--- src/hdl/teq_pkg.sv ---
// Shared types and constants for the timed event queue.
package teq_pkg;

  localparam int TimeBits   = 48;
  localparam int TagBits    = 16;
  localparam int IdBits     = 32;
  localparam int MaxResults = 32;

  typedef enum logic [2:0] {
    ACT_SCHEDULE = 3'd0,
    ACT_CANCEL   = 3'd1,
    ACT_CLEAR    = 3'd2,
    ACT_DELAY    = 3'd3,
    ACT_TAKE     = 3'd4
  } action_t;

  typedef enum logic [2:0] {
    KIND_ID     = 3'd0,
    KIND_CANCEL = 3'd1,
    KIND_DUE    = 3'd2,
    KIND_NONE   = 3'd3,
    KIND_ACK    = 3'd4
  } kind_t;

  typedef enum logic [2:0] {
    OP_SCHED,
    OP_CANCEL,
    OP_CLEAR,
    OP_DELAY,
    OP_TAKE,
    OP_NOP
  } cmd_op_t;

  typedef enum logic [1:0] {
    BK_IDLE,
    BK_PREP,
    BK_EMIT
  } bk_state_t;

  typedef struct packed {
    logic [2:0]          action;
    logic [TimeBits-1:0] due_time;
    logic [TagBits-1:0]  payload_tag;
    logic [IdBits-1:0]   cancel_id;
    logic [TimeBits-1:0] delay_amount;
    logic [TimeBits-1:0] now_time;
  } in_item_t;

  typedef struct packed {
    logic [2:0]          result_kind;
    logic [IdBits-1:0]   event_id;
    logic [TagBits-1:0]  event_tag;
    logic [TimeBits-1:0] event_time;
    logic                found;
    logic                full_error;
    logic [TimeBits-1:0] earliest_time;
    logic                queue_empty;
    logic                last;
  } out_item_t;

  // Classified request handed from the front to the back.
  typedef struct packed {
    cmd_op_t             op;
    logic [TimeBits-1:0] time_arg;
    logic [TagBits-1:0]  tag;
    logic [IdBits-1:0]   id;
  } cmd_t;

endpackage

--- src/hdl/teq_front.sv ---
// Front stage: register and classify incoming requests.
module teq_front (
  input  logic              clk,
  input  logic              rst,
  input  logic              in_valid,
  output logic              in_stall,
  input  teq_pkg::in_item_t in_item,
  output logic              push,
  output teq_pkg::cmd_t     push_cmd,
  input  logic              fifo_full
);
  import teq_pkg::*;

  logic cmd_valid;
  cmd_t cmd;
  cmd_t cmd_next;

  assign push     = cmd_valid && !fifo_full;
  assign in_stall = cmd_valid && fifo_full;
  assign push_cmd = cmd;

  // Pick the time operand that the action uses.
  always_comb begin
    cmd_next.tag = in_item.payload_tag;
    cmd_next.id  = in_item.cancel_id;
    case (in_item.action)
      ACT_SCHEDULE: begin
        cmd_next.op       = OP_SCHED;
        cmd_next.time_arg = in_item.due_time;
      end
      ACT_CANCEL: begin
        cmd_next.op       = OP_CANCEL;
        cmd_next.time_arg = in_item.due_time;
      end
      ACT_CLEAR: begin
        cmd_next.op       = OP_CLEAR;
        cmd_next.time_arg = in_item.due_time;
      end
      ACT_DELAY: begin
        cmd_next.op       = OP_DELAY;
        cmd_next.time_arg = in_item.delay_amount;
      end
      ACT_TAKE: begin
        cmd_next.op       = OP_TAKE;
        cmd_next.time_arg = in_item.now_time;
      end
      default: begin
        cmd_next.op       = OP_NOP;
        cmd_next.time_arg = in_item.due_time;
      end
    endcase
  end

  always_ff @(posedge clk) begin
    if (rst) begin
      cmd_valid <= 1'b0;
    end else if (!in_stall) begin
      cmd_valid <= in_valid;
    end
  end

  always_ff @(posedge clk) begin
    if (in_valid && !in_stall) begin
      cmd <= cmd_next;
    end
  end

endmodule

--- config.mk ---
export PLATFORM = sky130hd
export DESIGN_NAME = teq_front
export DESIGN_NICKNAME = d
export VERILOG_FILES = /design/src/hdl/teq_pkg.sv /design/src/hdl/teq_front.sv
export SDC_FILE = /design/constraint.sdc
export NUM_CORES = 1
export LEC_CHECK = 0
export ABC_CLOCK_PERIOD_IN_PS = 12800
export BUFFER_PORTS_ARGS = -buffer_cell sky130_fd_sc_hd__buf_4
export CORE_AREA = 2 2 115 117
export DETAILED_ROUTE_END_ITERATION = 16
export DIE_AREA = 0 0 117 119
export PLACE_DENSITY = 0.76
export RECOVER_POWER = 50
export SLEW_MARGIN = 40
export SYNTH_ARGS = -nofsm -noshare
export SYNTH_HDL_FRONTEND = slang
export SYNTH_SLANG_ARGS = --single-unit
--- constraint.sdc ---
create_clock -name clk -period 12.8 [get_ports clk]
set_input_delay 2.56 -clock clk [delete_from_list [all_inputs] [get_ports clk]]
set_output_delay 2.56 -clock clk [all_outputs]
set_load 0.05 [all_outputs]
Yosys cells after proc, flatten, opt, wreduce, memory -nomap -nowiden
Index checks and enable logic that the tools add are counted.
- reduce and logical (&&, ||, !) cells: 6
- equality and inequality tests: 4
- muxes and demuxes: 1
- operators by type and width (kind ; count):
    $pmux W51 S5 ; 1
    $eq A3 B2 Y1 const B ; 2
    $eq A3 B1 Y1 const B ; 1
    $eq A3 B3 Y1 const B ; 1
    $logic_and A1 B1 Y1 ; 3
    $logic_not A3 Y1 ; 1
    $logic_not A1 Y1 ; 2
- register bits: 100
- output and inout port bits: 101

Longest topological paths before layout
- depth after elaboration: 3
- gate-level depth with buffers: 6
- mapped depth without buffers: 3

Worst setup path before layout
No wires, ideal clock.
- kind: in2reg
- start: input port fifo_full
- end: register cmd, in the netlist push_cmd[0], enable pin
- setup time: 0.567 ns
- arrival time: 7.318 ns
- slack: 4.915 ns
- stages: 2
- data required time: 12.233 ns
- path through: and2_1 nor2b_1
- cells in the longest elaborated chain, start to end: 3
- ends and longest elaborated chain (item ; RTL line ; RTL):
    start, declared ; teq_front.sv:10 ; input logic fifo_full
    $logic_and A1 B1 Y1 ; teq_front.sv:19 ; assign in_stall = cmd_valid && fifo_full;
    $logic_not A1 Y1 ; teq_front.sv:63 ; if (in_valid && !in_stall) begin
    $logic_and A1 B1 Y1 ; teq_front.sv:63 ;
    end signal, assigned ; teq_front.sv:64 ; cmd <= cmd_next;
    end, declared ; teq_front.sv:15 ; cmd_t cmd;
No other way between the ends.
A chain may end at the register's enable or synchronous reset.

==> qor.tcl <==
set qor(timing.critical_path.cells) {clkbuf_1, clkbuf_1, and3b_1, o21ai_0, o21ai_0}
set qor(ir_worst_vdd_mv) 0.0520
set qor(count_of_inserted_antenna_diode_cells) 0
set qor(synth_common_cells) {sky130_fd_sc_hd__edfxtp_1 (99), sky130_fd_sc_hd__o21ai_0 (55), sky130_fd_sc_hd__and2_1 (49), sky130_fd_sc_hd__a21oi_1 (48), sky130_fd_sc_hd__and3b_1 (48)}
set qor(final_layout_size_suffix_gt1_frac) 0.335
set qor(crit_fanout) 107
set qor(timing.critical_path.max_delay_family) {buffers and inverters}
set qor(ys_warn_count) 0
set qor(tritoncts) {done}
set qor(yosys-top-cells-area) {sky130_fd_sc_hd__edfxtp_1 (56%), sky130_fd_sc_hd__and3b_1 (8.0%), sky130_fd_sc_hd__and2_1 (5.8%), sky130_fd_sc_hd__a221oi_2 (5.7%), sky130_fd_sc_hd__o21ai_0 (5.2%)}
set qor(routed_via_density) 5.43
set qor(worstHoldPathType) {flip-flop to flip-flop}
set qor(grt_antenna_before_repair) 0
set qor(final_nets) 910
set qor(slowest_delay_ns) 2.59
set qor(ctsRootBufferMaster) {sky130_fd_sc_hd__clkbuf_16}
set qor(async_flop_share) 0
set qor(status) {finished, violations left}
set qor(violated_checks) {max-capacitance violations, max-slew violations}
set qor(top_level_ports) 300
set qor(remaining_drc_errors) 0
set qor(synth.distinct_cells) 19
set qor(critical_path.reg2reg.startpoint) {cmd_valid$_SDFFE_PP0N_}
set qor(place.port_buffers) 299
set qor(synthesis.instances) 446
set qor(finalNonFillerCells) 892
set qor(final_critical_path_setup_slack_ns) 5.93
set qor(cts_max_path_buffers) 2
set qor(yosys.area.top_type) {sky130_fd_sc_hd__edfxtp_1}
set qor(cp_num_buf_inv) 2
set qor(synthesis_to_finish_area_growth_pct) 41.2
set qor(placement.setup.worst_slack_ns) 7.15
set qor(cts_buffers) 9
set qor(detailed_place_hpwl_um) 11800
set qor(ys_seq_area_frac) 0.567
set qor(worst_r2r_path_depth) 3
set qor(post_synthesis_cell_area_mm2) 0.00528
set qor(synth_edf_count) 99
set qor(initial_utilization) 0.410
set qor(slowest_stage) {sky130_fd_sc_hd__clkbuf_1}
set qor(cts.sinks) 100
set qor(cellLeakagePower_nw) 2.99
set qor(synth-main-ff-cell) {sky130_fd_sc_hd__edfxtp_1}
set qor(synth.avg_cell_area_um2) 11.8
set qor(syn_nets) 645
set qor(first_pass_iters) 5
set qor(critPathCaptureType) {flip-flop}
set qor(period_minus_slack_ns) 6.87
set qor(htree_num_levels) 3
set qor(critical_path_cell_count) 5
set qor(cts_resized) 0
set qor(first_pass_grt_wire_length_um) 24600
set qor(fin_worst_skew_ns) 0.00581
set qor(yosys_register_bits) 100
set qor(clk_transition_reported_paths_ns) 0.08
set qor(grt_util_all_layers) 0.230
set qor(whs_path_depth) 3
set qor(cts-hold-fix-buffers) 0
set qor(tightestPinTransition_ns) 3.56
set qor(via_count_of_the_first_global_routing_pass) 4602
set qor(largest_net_degree_at_the_start_of_global_routing) 108
set qor(timing.final.setup_violations) 0
set qor(footprint_of_the_multi_input_gates_mm2) 0.00206
set qor(power.density_cell_area_mw_per_mm2) 118
set qor(finalHoldViolCount) 0
set qor(globalRoute.totalOverflow) 0
set qor(die_h_um) 119
set qor(yosys.area.top_type_share) 0.563
set qor(grt_setup_unrepaired) {false}
set qor(design_power_total_uw) 877
set qor(die-area_mm2) 0.0139
set qor(buffer_count_from_post_cts_setup_fixing) 0
set qor(routed_wire_length_per_instance_um) 18.8
set qor(routabilityCongestion) 0.824
set qor(detail_route.iter0.violations) 510
set qor(max_cap_violations) 2
set qor(hold_start) {cmd_valid$_SDFFE_PP0N_}
set qor(relSlewSlack) -1.37
set qor(fin_crit_sh) 0.537
set qor(number_of_standard_cell_rows_in_the_floorplan) 42
set qor(final_antenna_net_count) 0
set qor(floorplan.die.width_um) 117
set qor(placeableCoreArea_mm2) 0.0129
set qor(worstSkewPairLatency_ns) 0.34
set qor(cp.required_ns) 12.88
set qor(num-fill-cells) 1162
set qor(slew_viol_final) 151
set qor(max_freq_mhz) 146
set qor(top_count_cell_post_synth) {sky130_fd_sc_hd__edfxtp_1}
set qor(vias) 4844
set qor(criticalPathCategory) {input pin to flip-flop}
set qor(startpoint) {in_item[194]}
set qor(critPathLaunchType) {input pin}
set qor(seqCellArea_mm2) 0.00299
set qor(cp_data_arrival_time_ns) 6.95
set qor(dp_cells) 876
set qor(wl_um) 16800
set qor(setup_tns_ns) 0
set qor(utilization) 0.579
==> state kept, by name, indices dropped and copies added, names as in the netlist <==
name	cells
push_cmd	99
cmd_valid	1
==> metal layers <==
layer  part of all wire  GRT usage  vias up
met4              0.025     0.0794        0
met5                  0          0        -
met3              0.096     0.0565       29
met1               0.36      0.266     2304
met2               0.52      0.409      242
li1                   -          -     2269
==> where the power goes <==
part	total [mW]	internal [mW]	switching (mW)
Combinational	0.219	0.0732	0.146
Sequential	0.394	0.389	0.00548
Clock	0.264	0.136	0.128
Total	0.877	0.598	0.279
==> kinds of logic after synthesis <==
group / count (synthesis) / share of synthesized area
AOI/OAI and AO/OA: 193 / 0.241
DFF: 100 / 0.567
and+or+nand+nor: 104 / 0.145
buffers and inverters: 49 / 0.0474
==> final cells by class <==
class / instances / share of cell area
inverters: 1 / 0.000839
repair buffers: 302 / 0.254
flip-flops and latches: 100 / 0.401
clock buffers: 10 / 0.0307
multi-input cells: 297 / 0.276
clock inverters: 6 / 0.00755
well taps: 176 / 0.0295
==> worst reg2reg max path: cells and delay by family, from the launching register on <==
family | cells | cell delay [ns]
AND/OR/NAND/NOR | 2 | 0.86
buffers and inverters | 1 | 0.63
flip-flops | 1 | 0.31
==> worst paths after layout <==
| kind | slack [ns] | to |
|---|---|---|
| worst max-delay path | 5.93 | push_cmd[73]$_DFFE_PP_ |
| worst min-delay path | 0.72 | cmd_valid$_SDFFE_PP0N_ |
| worst max register to register | 10.59 | push_cmd[31]$_DFFE_PP_ |
| worst min register to register | 0.72 | cmd_valid$_SDFFE_PP0N_ |
==> placed cells by master (no fill, tap or decap), types with 20 or more instances in the layout <==
| cell type | n |
|---|---|
| sky130_fd_sc_hd__o21ai_0 | 55 |
| sky130_fd_sc_hd__buf_4 | 151 |
| sky130_fd_sc_hd__a21oi_1 | 48 |
| sky130_fd_sc_hd__clkbuf_1 | 102 |
| sky130_fd_sc_hd__a221oi_1 | 28 |
| sky130_fd_sc_hd__and3b_1 | 48 |
| sky130_fd_sc_hd__o21ai_1 | 41 |
| sky130_fd_sc_hd__edfxtp_1 | 99 |
| sky130_fd_sc_hd__clkbuf_4 | 48 |
| sky130_fd_sc_hd__a221oi_2 | 20 |
| sky130_fd_sc_hd__and2_1 | 48 |
==> through the flow <==
stage | cell area (um^2) | hold slack, ns
2_1_floorplan | 5280 | 0.827
3_3_place_gp | 7540 | 0.650
3_5_place_dp | 7550 | 0.668
4_1_cts | 7840 | 0.680
5_1_grt | 7460 | 0.756
6_report | 7460 | 0.720
Note: power is estimated with default switching activity, not from simulation.
