==> config.mk <==
export PLATFORM = sky130hd
export DESIGN_NAME = teq_fifo
export DESIGN_NICKNAME = d
export VERILOG_FILES = /design/src/hdl/teq_pkg.sv /design/src/hdl/teq_fifo.sv
export SDC_FILE = /design/constraint.sdc
export NUM_CORES = 1
export LEC_CHECK = 0
export BUFFER_PORTS_ARGS = -buffer_cell sky130_fd_sc_hd__buf_2
export CORE_MARGIN = 4
export CORE_UTILIZATION = 50
export DETAILED_ROUTE_END_ITERATION = 10
export PLACE_DENSITY = 0.77
export SETUP_SLACK_MARGIN = 0.1
export SYNTH_ARGS = -nofsm -noshare
export SYNTH_HDL_FRONTEND = slang
export SYNTH_SLANG_ARGS = --single-unit
==> constraint.sdc <==
create_clock -name clk -period 6.3 [get_ports clk]
set_input_delay 0.315 -clock clk [delete_from_list [all_inputs] [get_ports clk]]
set_output_delay 0.315 -clock clk [all_outputs]
set_load 0.01 [all_outputs]
==> src/hdl/teq_pkg.sv <==
// Shared types and constants for the timed event queue.
package teq_pkg;

  localparam int TimeBits   = 48;
  localparam int TagBits    = 16;
  localparam int IdBits     = 32;
  localparam int MaxResults = 32;

  typedef enum logic [2:0] {
    ACT_SCHEDULE = 3'd0,
    ACT_CANCEL   = 3'd1,
    ACT_CLEAR    = 3'd2,
    ACT_DELAY    = 3'd3,
    ACT_TAKE     = 3'd4
  } action_t;

  typedef enum logic [2:0] {
    KIND_ID     = 3'd0,
    KIND_CANCEL = 3'd1,
    KIND_DUE    = 3'd2,
    KIND_NONE   = 3'd3,
    KIND_ACK    = 3'd4
  } kind_t;

  typedef enum logic [2:0] {
    OP_SCHED,
    OP_CANCEL,
    OP_CLEAR,
    OP_DELAY,
    OP_TAKE,
    OP_NOP
  } cmd_op_t;

  typedef enum logic [1:0] {
    BK_IDLE,
    BK_PREP,
    BK_EMIT
  } bk_state_t;

  typedef struct packed {
    logic [2:0]          action;
    logic [TimeBits-1:0] due_time;
    logic [TagBits-1:0]  payload_tag;
    logic [IdBits-1:0]   cancel_id;
    logic [TimeBits-1:0] delay_amount;
    logic [TimeBits-1:0] now_time;
  } in_item_t;

  typedef struct packed {
    logic [2:0]          result_kind;
    logic [IdBits-1:0]   event_id;
    logic [TagBits-1:0]  event_tag;
    logic [TimeBits-1:0] event_time;
    logic                found;
    logic                full_error;
    logic [TimeBits-1:0] earliest_time;
    logic                queue_empty;
    logic                last;
  } out_item_t;

  // Classified request handed from the front to the back.
  typedef struct packed {
    cmd_op_t             op;
    logic [TimeBits-1:0] time_arg;
    logic [TagBits-1:0]  tag;
    logic [IdBits-1:0]   id;
  } cmd_t;

endpackage

==> src/hdl/teq_fifo.sv <==
// Two-entry command queue between front and back.
module teq_fifo (
  input  logic          clk,
  input  logic          rst,
  input  logic          push,
  input  teq_pkg::cmd_t push_cmd,
  output logic          full,
  input  logic          pop,
  output logic          cmd_valid,
  output teq_pkg::cmd_t cmd
);
  import teq_pkg::*;

  cmd_t       slots [2];
  logic       wr_ptr;
  logic       rd_ptr;
  logic [1:0] fill;

  assign full      = (fill == 2'd2);
  assign cmd_valid = (fill != 2'd0);
  assign cmd       = slots[rd_ptr];

  always_ff @(posedge clk) begin
    if (rst) begin
      wr_ptr <= 1'b0;
      rd_ptr <= 1'b0;
      fill   <= 2'd0;
    end else begin
      if (push) begin
        wr_ptr <= !wr_ptr;
      end
      if (pop) begin
        rd_ptr <= !rd_ptr;
      end
      if (push && !pop) begin
        fill <= fill + 2'd1;
      end else if (pop && !push) begin
        fill <= fill - 2'd1;
      end
    end
  end

  always_ff @(posedge clk) begin
    if (push) begin
      slots[wr_ptr] <= push_cmd;
    end
  end

`ifndef SYNTHESIS
  assert property (@(posedge clk) disable iff (rst) fill <= 2'd2)
    else $error("queue fill out of range");
  assert property (@(posedge clk) disable iff (rst) pop |-> cmd_valid)
    else $error("pop from empty queue");
  assert property (@(posedge clk) disable iff (rst) push |-> !full)
    else $error("push into full queue");
`endif

endmodule

# After elaboration in Yosys (flattened, before gate mapping)
# Memory sizes are Yosys's and may differ from the RTL's. A register that Yosys moved wholly into a read port is not among the register bits.
# Index checks and enable logic that the tools add are counted.
# W data, S select, Z words.
# word_totals
register_bits	4
mem_bits_rw	198
inputBits	103
output_inout_bits	101
word_cells	21
n_memories	1
# mem_list
memory	depth	word_bits	read_ports	rd_clocked_by_memory_dff	wr	line_no	rtl
slots	2	99	1	1	1	teq_fifo.sv:14	cmd_t slots [2];
# classes
add_sub_neg	2
eq_ne	1
n_mux	6
reduce_logical	8
# op_table
op	n
$logic_not A1 Y1	4
$mux W1	4
$mux W2	2
$reduce_bool A2 Y1	2
$add A2 B1 Y2 const B	1
$eq A2 B2 Y1 const B	1
$logic_and A1 B1 Y1	2
$sub A2 B1 Y2 const B	1

# Longest topological paths before layout
# Gate-level depths: netlist (run 1).
# logic_depth
word_depth	4
mapped_depth	5
ltp_nobuf	5

# Least setup slack after synthesis (run 1)
# Ideal clock, no wire load.
# synth_path
path_type	flip-flop to flip-flop
startpoint	register wr_ptr
endpoint	memory slots[0][0] (netlist bit) (enable)
setup_ns	0.569
t_arrival_ns	4.711
required_time_ns	5.731
setup_slack_ns	1.020
path_stages_with_launch	2
n_path_buf	0
period_less_slack_ns	5.280
cell_sequence	dfxtp_1 > nor2b_1
# synth_lines
item	line_no	rtl
start, declared	teq_fifo.sv:15	logic wr_ptr;
start signal, assigned	teq_fifo.sv:30	wr_ptr <= !wr_ptr;
end, declared	teq_fifo.sv:14	
# Straight into the memory's write port.

==> summary.md, run 1 <==
| Metric | Value |
|---|---|
| Outcome | complete, no violations |
| Final standard cell utilization of the core | roughly 65% |
| Most frequent cells in the layout | 203 x buf_2, 198 x edfxtp_1, 89 x mux2_2, 21 x clkbuf_16, 16 x dlygate4sd3_1 |
| Synth area leader | edfxtp_1 |
| Dominant combinational cell family by area after synthesis | multiplexers |
| Startpoint type of the worst setup path | register |
| Horizontal die dimension | roughly 130 um |
| Yosys warning count | 0 |
| DIE AREA | around 17000 um^2 |
| Maximum frequency from static timing analysis | around 0.35 GHz |
| Mapped Cells | 330 |
| Data arrival time at the worst-slack endpoint | 2.56 ns |
| Final number of max-transition violations | 0 |
| Layout cells sized above 1 | 59.0% |
| Starting density of the core | 51.0% |
| Number of nets with antenna violations after routing | 0 |
| Insertion delay to the later sink of the worst-skew pair | between 0.4 and 0.5 ns |
| Area added between synthesis and finish | 28.3% |
| Count of clock tree sinks | 203 |
| Via count normalized by instance count | approximately 5 |
| Mapped cell area | between 7000 and 8000 um^2 |
| Worst setup path category | register to output port |
| Library cell used as clock root buffer | clkbuf_16 |
| Time the final worst path needs with I/O delays and setup | ~2.9 ns |
| Max VDD drop | approximately 0.00038 V |
| Cts bufs inserted | 21 |
| Congestion Overflow GR | 0 |
| Worst slew margin relative to its limit | about 50% |
| Pleak | ~0.0036 uW |
| H-Tree Depth | 1 |
| Portion of netlist area occupied by mux cells | around 16% |
| Buffers from clock root to sink, at most | 3 |
| Overall routing resource usage | between 15 and 20% |
| Number of global-route vias before repair | 4105 |
| DP HPWL | roughly 9 mm |
| Clock skew | between 0.01 and 0.015 ns |
| Seq/Total Area, Yosys | between 80 and 90% |
| Number of optimization iterations in the first detailed-route pass | 4 |
| Post-CTS repair timing setup buffer count | 0 |
| Most common cell after layout, fill and taps aside | buf_2 |
| Class of the most critical hold timing path | primary input to register |
| Biggest area contributors in the synthesized netlist | edfxtp_1 81%, mux2_2 14%, mux2_4 2.0% |
| CTS clock-pin slew for the worst setup and hold paths | around 0.06 ns |
| Nets in the synthesized netlist | roughly 430 |
| Crit path max-delay cell type | dfxtp_4 |
| Longest individual stage delay on the worst path | 0.77 ns |
| Number of rows created at floorplan | 44 |
| Adder-cell area share of the yosys netlist | less than 1% |
| Routed via count | 3825 |
| Transition at the pin with the smallest max-transition slack | roughly 0.75 ns |
| XOR/XNOR Fraction of Synth Area | less than 1% |
| Crit-path cells | buf_4, mux2_2, buf_2 |
| Total wirelength of the detailed-routed design | between 10 and 15 mm |
| Required time of the worst setup path | roughly 6 ns |
| Share of synthesized cell area in and, or, nand and nor gates | less than 1% |
| Average size of a mapped cell | roughly 22 um^2 |
| Total power per unit cell area | approximately 340 nW/um^2 |
| GPL Wtd Cong | ~0.75 |
| Detail-routed net length per standard cell | ~18 um |
| Number of endpoints with negative hold slack in the final report | 0 |
| Number of setup violations in the final report | 0 |
| Critical path fanouts, max | between 50 and 60 |
| Compound-cell area share of the yosys netlist | 0.136% |
| #FFs+latches synth | approximately 200 |
| Sum Neg Setup Slack | 0 ns |
| I/O pin cnt | roughly 200 |
| Hold path start | push_cmd[38] |
| Initial detailed-routing violation count | ~180 |
| Post-layout net count | roughly 670 |
| Wire length of the first global-routing pass | 20.7 mm |
| Combined area of the multi-input logic cells | 1270 um^2 |
| R2R Path Start | wr_ptr$_SDFFE_PP0P_ |
| Die Span Y | about 130 um |
| Drt drc | 0 |
| Fill cell total of the finished layout | around 1000 |
| Clock tree from TritonCTS | done |
| Floorplan core area | between 10000 and 15000 um^2 |
| Synth top area share | 80.6% |
| Register area | 6050 um^2 |
| Pin count of the biggest net entering global routing | 56 |
| Final clock period utilization by the worst path | 45.6% |
| Kind of capture point of the worst setup path | output port |
| Hold_ws | approximately 0.020 ns |
| Unrepaired setup endpoints after global routing | false |
| Yosys cell types | 17 |
| Antenna violations before repair | 2 |
| Count of input and output buffers | approximately 200 |
| Max-capacitance violation count | 0 |
==> repair_timing <==
item | 4_1_cts | 5_1_grt
hold buffers | 14 | 2
endpoints found under the hold margin | 27 | 4
gates resized for setup | 0 | 0
==> power by group <==
| group | switching (uW) | internal (uW) |
|---|---|---|
| Sequential | 31.7 | 1580 |
| Clock | 474 | 776 |
| Combinational | 160 | 158 |
==> metrics by stage <==
| step | power [uW] | cell area, um^2 | worst slack [ns] | std cells |
|---|---|---|---|---|
| after detailed placement | 1950 | 8600 | 3.89 | 710 |
| after global placement | 1940 | 8600 | 3.94 | 710 |
| after global routing | 3310 | 9470 | 3.28 | 765 |
| final | 3180 | 9470 | 3.43 | 765 |
| after floorplan | 1820 | 7380 | 1.02 | 330 |
| after CTS | 3220 | 9450 | 3.36 | 762 |
==> cell usage after synthesis, drive strengths merged <==
library cell    n
edfxtp        198
mux2           99
buf            11
dfxtp           5
nor2            4
nor2b           2
xnor2           2
xor2            2
a21oi           1
and2            1
ha              1
inv             1
o21ai           1
or2             1
or3             1
==> critical path, delay by kind of cell (launching register included) <==
| kind | cells | cell delay, ns |
|---|---|---|
| DFF | 1 | 0.77 |
| buffers and inverters | 2 | 0.85 |
| muxes | 1 | 0.42 |
==> metal layers <==
metal / GRT usage (%) / vias up / share of wire [%]
li1: - / 1780 / -
met1: 20.3 / 1877 / 40
met2: 26.9 / 142 / 50
met3: 4.49 / 24 / 8.9
met4: 4.16 / 2 / 1.5
met5: 0 / - / 0.12
==> final timing paths <==
path                                                to  slack [ns]  depth (start not counted)
worst max register to register  slots[1][11]$_DFFE_PP_        4.15                          2
worst min register to register    fill[1]$_SDFFE_PP0P_        0.51                          2
worst min-delay path            slots[1][38]$_DFFE_PP_        0.02                          1
worst max-delay path                           cmd[36]        3.43                          3
==> cells by family after synthesis <==
logic type               after synthesis
buffers and inverters                 12
multiplexers                          99
flip-flops                           203
adder cells (fa/ha/maj)                1
XOR/XNOR                               4
AO/OA/AOI/OAI                          2
AND/OR/NAND/NOR                        9
==> sequential cells by signal, indices dropped and copies added, names as in the netlist, named ones only <==
register,count
fill,2
wr_ptr,1
rd_ptr,1
slots,198
==> layout make-up <==
class                   count  share of cell area [%]
diodes                      1                  0.0264
clock buffers              23                    5.63
clock inverters            15                    1.90
inverters                   1                  0.0396
multi-input cells         115                    13.4
flip-flops and latches    203                    63.9
well taps                 184                    2.43
repair buffers            223                    12.7
No activity file was read; power rests on OpenSTA's default activity.
==> inputs of run 2 (changes only) <==
- CORE_UTILIZATION: 50 -> 47
- PLACE_DENSITY: 0.77 -> 0.76
- clock period: 6.3 -> 2.4 ns (I/O delays scaled with it)
==> run 2 against run 1 <==
Against the previous run:
- final cell count up 15%
- worst setup slack got worse by 3.0 ns
- critical endpoint is now cmd[41]
- register-to-register slack got worse by 3.3 ns
- largest power group unchanged
- clock skew down 0.0048 ns
- highest routed layer is now met4
- sequential power increased to 2.6 times the previous value
==> summary.md, run 2 (same netlist as run 1, synthesis figures left out) <==
| Metric | Value |
|---|---|
| Overall routing resource usage | 16.6% (was 15.9%) |
| Library cell used as clock root buffer | clkbuf_16 (unchanged) |
| Outcome | complete, no violations (unchanged) |
| Number of setup violations in the final report | 0 (unchanged) |
| Number of optimization iterations in the first detailed-route pass | 4 (unchanged) |
| Sequential share of power | 50.9% (was 50.6%) |
| Count of clock tree sinks | 203 (unchanged) |
| CTS clock-pin slew for the worst setup and hold paths | 0.06 ns (about the same) |
| Switching power | 1760 uW (was 666 uW) |
| Total power per unit cell area | 796 nW/um^2 (was 335 nW/um^2) |
| Pleak | 0.00394 uW (was 0.00360 uW) |
| Maximum frequency from static timing analysis | slightly below 0.5 GHz |
| Most common cell after layout, fill and taps aside | buf_2 (unchanged) |
| Kind of capture point of the worst setup path | output port (unchanged) |
| Horizontal die dimension | 133 um (was 129 um) |
| Critical path fanouts, max | 99 (was 53) |
| Max VDD drop | 0.000527 V (was 0.000378 V) |
| Required time of the worst setup path | 2.28 ns (was 5.98 ns) |
| Met3 wirelength from detailed routing | 950 um (was 1.22 mm) |
| Number of endpoints with negative hold slack in the final report | 0 (unchanged) |
| Number of global-route vias before repair | 4646 (was 4105) |
| Setup slack on the worst flop-to-flop path | 0.86 ns (was 4.15 ns) |
| Pin count of the biggest net entering global routing | 100 (was 56) |
| Largest register FFs | 198 (unchanged) |
| Data arrival time at the worst-slack endpoint | 1.89 ns (was 2.56 ns) |
| Area added between synthesis and finish | 40.2% (was 28.3%) |
| Startpoint type of the worst setup path | register (unchanged) |
| Clock group share of total power | 36.9% (was 39.4%) |
| Placement-stage worst setup slack | 0.875 ns (was 3.89 ns) |
| Floorplan core area | 15300 um^2 (was 14500 um^2) |
| Insertion delay to the later sink of the worst-skew pair | 0.47 ns (was 0.48 ns) |
| Detail-routed net length per standard cell | 17.3 um (was 17.9 um) |
| Switching share of total power | 21.4% (was 21.0%) |
| Initial detailed-routing violation count | 207 (was 176) |
| Wire length of the first global-routing pass | 23.7 mm (was 20.7 mm) |
| Fill cell total of the finished layout | 1019 (was 1018) |
| Longest individual stage delay on the worst path | 0.42 ns (was 0.77 ns) |
| Via count normalized by instance count | 4.74 (was 5.00) |
| Routed metal-1 wirelength | 6.08 mm (was 5.44 mm) |
| Final standard cell area without fillers | 10300 um^2 (was 9470 um^2) |
| Worst slew margin relative to its limit | 50.0% (was 49.9%) |
| Post-CTS Resized | 0 (unchanged) |
| DIE AREA | 17800 um^2 (was 16800 um^2) |
| Worst Setup Slack, final | 0.387 ns (was 3.43 ns) |
| DP HPWL | 8.70 mm (was 9.03 mm) |
| R2R Path Start | wr_ptr$_SDFFE_PP0P_ (unchanged) |
| Count of hold-fix buffers inserted at cts | 103 (was 14) |
| I/O pin cnt | 204 (unchanged) |
| Starting density of the core | 48.2% (was 51.0%) |
| Wire length on met2 | 7.97 mm (was 6.81 mm) |
| Count of input and output buffers | 203 (unchanged) |
| Class of the most critical hold timing path | primary input to register (unchanged) |
| GPL Wtd Cong | 0.684 (was 0.752) |
| Max-capacitance violation count | 0 (unchanged) |
| Worst setup path category | register to output port (unchanged) |
| Die Span Y | 133 um (was 129 um) |
| Buffers from clock root to sink, at most | 3 (unchanged) |
| Clock tree from TritonCTS | done (unchanged) |
| Hold path start | push_cmd[35] (was push_cmd[38]) |
| Internal cell power | 6470 uW (was 2510 uW) |
| Crit-path cells | buf_12, mux2_2, buf_2 (was buf_4, mux2_2, buf_2) |
| Post-layout net count | 757 (was 669) |
| Clock skew | 0.00845 ns (was 0.0132 ns) |
| Unrepaired setup endpoints after global routing | false (unchanged) |
| Most frequent cells in the layout | 203 x buf_2, 198 x edfxtp_1, 103 x dlygate4sd3_1, 89 x mux2_2, 21 x clkbuf_16 (was 203 x buf_2, 198 x edfxtp_1, 89 x mux2_2, 21 x clkbuf_16, 16 x dlygate4sd3_1) |
| Antenna violations before repair | 0 (was 2) |
| Crit path max-delay cell type | buf_12 (was dfxtp_4) |
| Final clock period utilization by the worst path | between 80% and 90% |
| Cts bufs inserted | 21 (unchanged) |
| Placed standard-cell area | 8660 um^2 (was 8600 um^2) |
| Transition at the pin with the smallest max-transition slack | 0.750 ns (was 0.752 ns) |
| Post-CTS repair timing setup buffer count | 0 (unchanged) |
| Congestion Overflow GR | 0 (unchanged) |
| Number of rows created at floorplan | 45 (was 44) |
| Most flops, register | slots (unchanged) |
| H-Tree Depth | 1 (unchanged) |
| Routed via count | 4163 (was 3825) |
| Drt drc | 0 (unchanged) |
| Sum Neg Setup Slack | 0 ns (unchanged) |
| Largest regs | slots x198, fill x2 (unchanged) |
| Top sig layer | met4 (was met5) |
| Time the final worst path needs with I/O delays and setup | between 2 and 2.5 ns |
| Final number of max-transition violations | 0 (unchanged) |
| Total wirelength of the detailed-routed design | 15.2 mm (was 13.7 mm) |
| Number of nets with antenna violations after routing | 0 (unchanged) |
| Part of the power in combinational logic | 12.2% (was 10.0%) |
| Layout cells sized above 1 | 50.7% (was 59.0%) |
[run 2: cell count changes in the layout (fill, tap and decap cells not counted)]
| cell | delta |
|---|---|
| inv_6 | -1 |
| clkbuf_1 | +2 |
| clkinv_2 | -2 |
| dlygate4sd3_1 | +87 |
| clkinv_4 | -1 |
| clkinv_1 | +2 |
| bufinv_16 | -2 |
| buf_12 | +2 |
| clkinvlp_4 | +1 |
| buf_4 | -1 |
[run 2: path summary, 6_finish.rpt]
path | depth (start not counted) | endpoint
setup reg to reg | 2 | slots[1][87]$_DFFE_PP_
setup / recovery | 3 | cmd[41]
hold / removal | 2 | slots[1][35]$_DFFE_PP_
hold reg to reg | 2 | rd_ptr$_SDFFE_PP0P_
[run 2: per-stage QoR]
stage	util (%)	hold WS, ns	power [uW]	std cells
2_1_floorplan	-	0.189	4750	330
3_3_place_gp	56.6	0.308	5100	738
3_5_place_dp	56.6	0.311	5130	738
5_1_grt	67.5	0.361	8560	878
4_1_cts	67.5	0.348	8300	878
6_report	67.5	0.369	8230	879
[run 2: final cells by class]
cell class | instances | area [um^2] | area share, %
Tap cell | 211 | 264 | 2.55
Sequential cell | 203 | 6050 | 58.5
Clock inverter | 12 | 108 | 1.04
Clock buffer | 25 | 541 | 5.23
Multi-Input combinational cell | 115 | 1270 | 12.2
Antenna cell | 1 | 2.50 | 0.0242
Timing Repair Buffer | 311 | 2110 | 20.4
Inverter | 1 | 3.75 | 0.0363
[run 2: per-layer routing]
| metal | GRT usage, % | vias up |
|---|---|---|
| li1 | - | 1952 |
| met1 | 19.4 | 2043 |
| met4 | 3.94 | 0 |
| met2 | 30.9 | 147 |
| met3 | 3.81 | 21 |
| met5 | 0 | - |
[run 2: worst max-delay path: cells and delay by family, from the launching register on]
family	cells	cell delay, ns
flip-flops	1	0.35
multiplexers	1	0.42
buffers and inverters	2	0.57
[run 2: power groups by stage]
| stage | clock, uW | sequential [uW] | combinational [uW] |
|---|---|---|---|
| 2_1_floorplan | 0 | 4250 | 502 |
| 3_3_place_gp | 0 | 4250 | 853 |
| 3_5_place_dp | 0 | 4260 | 870 |
| 4_1_cts | 3100 | 4190 | 1010 |
| 5_1_grt | 3270 | 4210 | 1080 |
| 6_report | 3030 | 4190 | 1000 |
